[src/hw/rtl/psl_pkg.sv]
// Package for the per-source connection limiter.
// Holds the shared types, codes and field widths; used by every module of the block.
package psl_pkg;

   localparam int ADDR_W  = 32;
   localparam int TAG_W   = 16;
   localparam int LIMIT_W = 16;
   localparam int COUNT_W = 9;
   localparam int CSR_IDX_W = 1;

   // Configuration register indexes.
   localparam logic [CSR_IDX_W-1:0] CSR_MAX_TOTAL      = 1'd0;
   localparam logic [CSR_IDX_W-1:0] CSR_MAX_PER_SOURCE = 1'd1;

   typedef enum logic {
      OP_OPEN  = 1'b0,
      OP_CLOSE = 1'b1
   } op_type;

   typedef enum logic [1:0] {
      VERDICT_ADMIT  = 2'd0,
      VERDICT_TOTAL  = 2'd1,
      VERDICT_SOURCE = 2'd2
   } verdict_type;

   typedef enum logic [1:0] {
      ERR_NONE        = 2'd0,
      ERR_ADDR_FULL   = 2'd1,
      ERR_TAG_FULL    = 2'd2,
      ERR_UNKNOWN_TAG = 2'd3
   } error_type;

   typedef enum logic [2:0] {
      S_CLEAR,
      S_IDLE,
      S_ASCAN,
      S_TSCAN,
      S_UPDATE,
      S_OUT
   } state_type;

   // Classified command handed from the front queue to the engine.
   typedef struct packed {
      op_type             op;
      logic [ADDR_W-1:0]  addr;
      logic [TAG_W-1:0]   tag;
   } cmd_type;

   // Result item as produced by the engine.
   typedef struct packed {
      verdict_type        verdict;
      error_type          error;
      logic [COUNT_W-1:0] total;
      logic [COUNT_W-1:0] src;
   } res_type;

endpackage

[src/hw/rtl/psl_if.sv]
// Channel interfaces of the per-source connection limiter.
// Request and result channels with valid/ready handshake; depend on nothing else.
interface psl_req_if;
   logic        valid;
   logic        ready;
   logic        kind;
   logic [31:0] source_address;
   logic [15:0] connection_tag;

   modport source (output valid, kind, source_address, connection_tag, input ready);
   modport sink   (input valid, kind, source_address, connection_tag, output ready);
endinterface


[src/hw/rtl/psl_front.sv]
// Front part of the limiter: accepts request items, classifies them and queues them.
// Depends on psl_pkg and psl_if.
module psl_front (
   input  logic              clock,
   input  logic              reset,
   psl_req_if.sink           req_ch,
   input  logic              busy_clear,
   output logic              cmd_valid,
   output psl_pkg::cmd_type  cmd,
   input  logic              cmd_ready
);
   import psl_pkg::*;

   cmd_type    mem_ff [2];
   logic       wr_ptr_ff, wr_ptr_in;
   logic       rd_ptr_ff, rd_ptr_in;
   logic [1:0] cnt_ff, cnt_in;
   logic       push, pop;
   cmd_type    new_cmd;

   // No items are taken while the tables are being cleared.
   assign req_ch.ready = (cnt_ff != 2'd2) && !busy_clear;
   assign push = req_ch.valid && req_ch.ready;
   assign pop  = cmd_valid && cmd_ready;

   // Classify the item by its kind bit.
   always_comb begin
      new_cmd.op   = req_ch.kind ? OP_CLOSE : OP_OPEN;
      new_cmd.addr = req_ch.source_address;
      new_cmd.tag  = req_ch.connection_tag;
   end

   assign cmd_valid = (cnt_ff != 2'd0);
   assign cmd       = mem_ff[rd_ptr_ff];

   always_comb begin
      wr_ptr_in = push ? ~wr_ptr_ff : wr_ptr_ff;
      rd_ptr_in = pop ? ~rd_ptr_ff : rd_ptr_ff;
      cnt_in    = cnt_ff + 2'(push) - 2'(pop);
   end

   always_ff @(posedge clock) begin
      if (reset) begin
         wr_ptr_ff <= 1'b0;
         rd_ptr_ff <= 1'b0;
         cnt_ff    <= 2'd0;
      end else begin
         wr_ptr_ff <= wr_ptr_in;
         rd_ptr_ff <= rd_ptr_in;
         cnt_ff    <= cnt_in;
      end
   end

   // Queue storage needs no reset.
   always_ff @(posedge clock) begin
      if (push) begin
         mem_ff[wr_ptr_ff] <= new_cmd;
      end
   end

endmodule

[src/flat_wrapper.sv]
// flat-port wrapper written by rule: the top's interface ports become plain ports
module psl_front_flat import psl_pkg::*;
  (clock, reset, busy_clear, cmd_valid, cmd, cmd_ready, req_ch_valid, req_ch_kind, req_ch_source_address, req_ch_connection_tag, req_ch_ready);
  psl_req_if req_ch_i ();
  input  logic clock;
  input  logic reset;
  input  logic busy_clear;
  output logic cmd_valid;
  output psl_pkg::cmd_type cmd;
  input  logic cmd_ready;
  input wire logic [$bits(req_ch_i.valid)-1:0] req_ch_valid;
  input wire logic [$bits(req_ch_i.kind)-1:0] req_ch_kind;
  input wire logic [$bits(req_ch_i.source_address)-1:0] req_ch_source_address;
  input wire logic [$bits(req_ch_i.connection_tag)-1:0] req_ch_connection_tag;
  output wire logic [$bits(req_ch_i.ready)-1:0] req_ch_ready;
  assign req_ch_i.valid = req_ch_valid;
  assign req_ch_i.kind = req_ch_kind;
  assign req_ch_i.source_address = req_ch_source_address;
  assign req_ch_i.connection_tag = req_ch_connection_tag;
  assign req_ch_ready = req_ch_i.ready;
  psl_front u_core (.clock(clock), .reset(reset), .req_ch(req_ch_i), .busy_clear(busy_clear), .cmd_valid(cmd_valid), .cmd(cmd), .cmd_ready(cmd_ready));
endmodule
[config.mk]
export PLATFORM = sky130hd
export DESIGN_NAME = psl_front_flat
export DESIGN_NICKNAME = d
export VERILOG_FILES = /design/src/hw/rtl/psl_pkg.sv /design/src/hw/rtl/psl_if.sv /design/src/hw/rtl/psl_front.sv /design/src/flat_wrapper.sv
export SDC_FILE = /design/constraint.sdc
export NUM_CORES = 1
export LEC_CHECK = 0
export ABC_AREA = 1
export BUFFER_PORTS_ARGS = -buffer_cell sky130_fd_sc_hd__buf_2
export CAP_MARGIN = 20
export CORE_ASPECT_RATIO = 1.5
export CORE_UTILIZATION = 50
export CTS_CLUSTER_DIAMETER = 200
export CTS_CLUSTER_SIZE = 12
export DETAILED_ROUTE_END_ITERATION = 8
export MAX_ROUTING_LAYER = met4
export PLACE_DENSITY = 0.77
export SLEW_MARGIN = 10
export SYNTH_ARGS = -nofsm -noshare
export SYNTH_HDL_FRONTEND = slang
export SYNTH_SLANG_ARGS = --single-unit
[constraint.sdc]
create_clock -name clock -period 6.7 [get_ports clock]
set_input_delay 1.34 -clock clock [delete_from_list [all_inputs] [get_ports clock]]
set_output_delay 1.34 -clock clock [all_outputs]
set_load 0.005 [all_outputs]
; ---- Yosys cells after proc, flatten, opt, wreduce, memory -nomap -nowiden
; Memories as Yosys holds them, arrays and structs flattened. A register that Yosys moved wholly into a read port is not among the register bits.
; Index checks and enable logic that the tools add are counted.
[word_totals]
input_bits = 54
rom_bits = 0
wordCells = 19
out_inout_bits = 51
ramBits = 98
ff_bits = 4
latch_bits = 0
n_memories = 1
[mem_list]
columns = memory, words, width, read_ports, rd_clocked_by_memory_dff, write_ports, line
row1 = u_core.mem_ff, 2, 49, 1, 1, 1, psl_front.sv:14  ; cmd_type mem_ff [2];
[op_classes]
mux = 5
n_eq_ne = 1
bitwise = 2
reduce_logical = 5
add_sub_neg = 2
div = 0
shifts = 0
multipliers = 0
n_lt_le_gt_ge = 0
[op_table]
columns = op, count
row1 = 1-bit 2-to-1 mux, 5
row2 = 1-bit logical AND, 3
row3 = 2-bit by 1-bit adder with 2-bit output, 1
row4 = "2-bit != test, second input constant", 1
row5 = 1-bit NOT, 2
row6 = 2-bit nonzero test, 1
row7 = 2-bit by 1-bit subtractor with 2-bit output, 1
row8 = 1-bit zero test, 1

; ---- Longest topological paths before layout
[logic_depth]
ltp_word = 5
ltp_mapped = 10
ltp_nobuf = 10

; ---- Worst setup path before layout
; OpenSTA, ideal clock, no wires.
[synth_timing]
path_kind = input to register
from = input port busy_clear
to = memory u_core.mem_ff[0][0] (netlist name) (enable)
stages = 3
slack_ps = 2676
required_time_ps = 6244
arrival_ps = 3569
n_path_buf = 0
setup_ps = 456
cell_sequence = inv_1 nand3_1 nor2_1
[synth_via]
elab_chain_len = 5
[synth_rtl]
columns = item, line
row1 = from (decl), flat_wrapper.sv:7  ; input logic busy_clear;
row2 = 1-bit zero test, psl_front.sv:22  ; assign req_ch.ready = (cnt_ff != 2'd2) && !busy_clear;
row3 = 1-bit logical AND, psl_front.sv:22
row4 = 1-bit logical AND, psl_front.sv:23  ; assign push = req_ch.valid && req_ch.ready;
row5 = 1-bit 2-to-1 mux, psl_front.sv:56  ; if (push) begin
row6 = 1-bit 2-to-1 mux (implied by the code), psl_front.sv:57  ; mem_ff[wr_ptr_ff] <= new_cmd;
row7 = to (decl), psl_front.sv:14
; Every way passes these cells.

==> metrics.txt <==
status finished clean; synth cell count leaders edfxtp_1, mux2_2, inv_1; Max Cap Viol 0; Netlist cell types 15; CTS tree yes; Yosys warning count 0; worst hold path class flip-flop to flip-flop; synth-to-layout area growth 21.54%; DR vias 1977; 1st-iter DRT viols 168; Core Area 0.007322 sq mm; overall routing resource usage 17.03%; asr flop ratio synth 0%; register area share after synthesis 79.12%; setup_tns 0 ns; post-synth top area share 76.51%; initial core utilization 52.53%; initial antenna violation count 0; clk root buf clkbuf_8; largest net degree at the start of global routing 50; sequential cell area 0.003044 sq mm; Max rail drop VDD 194.6 uV; DRC violations left 0; number of synthesized register bits 103; TritonCTS Buffers 9; Post-Syn Area 0.003846 sq mm; Leakage 1.794 nW; multi-input logic area 716.9 sq um; final core occ 63.84%; area leader, netlist edfxtp_1; # hold bufs at CTS 0; Synth area leaders edfxtp_1, mux2_2, mux2_4; drt total wl 6.340 mm; Post-synth EDFFs 98; final worst slack 3.274 ns; n_diodes 0; # IOs 105; Rows 38; Tcrit/Tclk final 51.13%; total gr overflow 0; Data required, critical path 5.36 ns; Die Wd 73.61 um; DR pass1 iterations 4; Cells after Synth 193; Setup-failing EPs final 0; Nets 362; die span in y 109.4 um; clk_lat worst skew 0.35 ns; CP Capture Type primary output; ANT nets after route 0; pre-CTS setup slack 3.632 ns; startpoint types flip-flop; first-pass GRT wire length 9.273 mm; critical path data arrival time 2.09 ns; Post-Syn Nets 249; Via density 4.810; vias in the first global route 1950; Finished Cell Area 0.004674 sq mm; Final GP Congestion 0.7361; Slew headroom 55.73%; Resize count post-CTS 0; max frequency 291.9 MHz; Tmin final 3.426 ns; unrepaired setup endpoints after global routing no; H-tree levels 3; power density cells 312.9 mW/mm^2; Worst-path clk slew 0.09 ns; DR WL/cell 15.43 um; DIE AREA 0.008054 sq mm; Clock Skews 0.01100 ns; Final Max Tran Viols 0; HPWL after DPL 4.137 mm; Power, Total 1.462 mW; layout cells sized above 1 54.98%; fillcell total 569; count leader, synth edfxtp_1; number of setup buffers added after CTS 0; syn_area_per_cell 19.93 sq um; crit path max fanout 26; ys flop type edfxtp_1; critical path class flip-flop to primary output; input/output buffers 104; Clock Sinks 103; CTS Buffer Depth 2; worst slew pin tran 0.6641 ns; DP Area 0.004467 sq mm; Hold Vio Cnt, Final 0
flip-flops by register name (all words and copies together) (netlist names), named ones only:
register	flops
u_core.wr_ptr_ff	1
u_core.rd_ptr_ff	1
u_core.mem_ff	98
u_core.cnt_ff	2
cells by family after synthesis:
kind of cell | share of synthesized area, %
buf+inv | 2.440
flops | 79.12
simple gates | 2.017
compound gates | 0.4555
fa+ha+maj | 0.6505
mux | 15.32
worst max-delay path, stage by stage, from the launching register on:
cell	delay (ns)
dfxtp_2	0.72
buf_4	0.46
mux2_2	0.39
buf_2	0.13
layer usage:
layer | GRT usage [%] | wire length [um]
met1 | 18.99 | 2531
met2 | 28.18 | 3409
met3 | 3.666 | 298
met4 | 9.478 | 101
met5 | - | 0
stage by stage:
| step | instances | hold slack (ns) |
|---|---|---|
| floorplan | 193 | 0.4514 |
| global placement | 394 | 0.4718 |
| detailed placement | 394 | 0.5023 |
| CTS | 410 | 0.5219 |
| global route | 411 | 0.5617 |
| finish | 411 | 0.5276 |
path summary, 6_finish.rpt:
kind                                        from                   end  slack (ns)  cells past startpoint
worst max register to register  u_core.cnt_ff[0]  u_core.mem_ff[0][33]        4.99                      5
worst min-delay path            u_core.rd_ptr_ff             flip-flop        0.53                      2
worst min register to register  u_core.rd_ptr_ff             flip-flop        0.53                      2
worst max-delay path                   flip-flop               cmd[30]        3.27                      3
area by class of cell:
type / instances / share of cell area, %
inverters: 12 / 0.9636
repair buffers: 107 / 12.04
multi-input cells: 73 / 15.34
flip-flops and latches: 103 / 65.12
clock buffers: 16 / 3.854
well taps: 100 / 2.677
cells in the final DEF, fill, tap and decap left out:
cell type / synthesis / routed
nand3_1: 3 / 3
nand2_1: 8 / 8
buf_16: 0 / 1
a21oi_1: 2 / 2
o21a_1: 1 / 1
inv_2: 0 / 1
mux2_4: 10 / 10
mux2_2: 39 / 39
dfxtp_1: 5 / 4
ha_1: 2 / 2
buf_2: 0 / 104
nand4_1: 1 / 1
nor2_1: 7 / 6
edfxtp_1: 98 / 98
buf_4: 3 / 2
inv_1: 12 / 11
clkbuf_1: 0 / 4
nor2_4: 0 / 1
clkbuf_8: 0 / 12
dfxtp_2: 0 / 1
power by group:
group          leakage [nW]  internal, mW  switching [mW]  total [mW]
combinational         0.763         0.168           0.140       0.309
clock                0.0910         0.167           0.189       0.355
sequential            0.940         0.765          0.0333       0.798
total                  1.79          1.10           0.362        1.46
(Power assumes the default switching activity.)
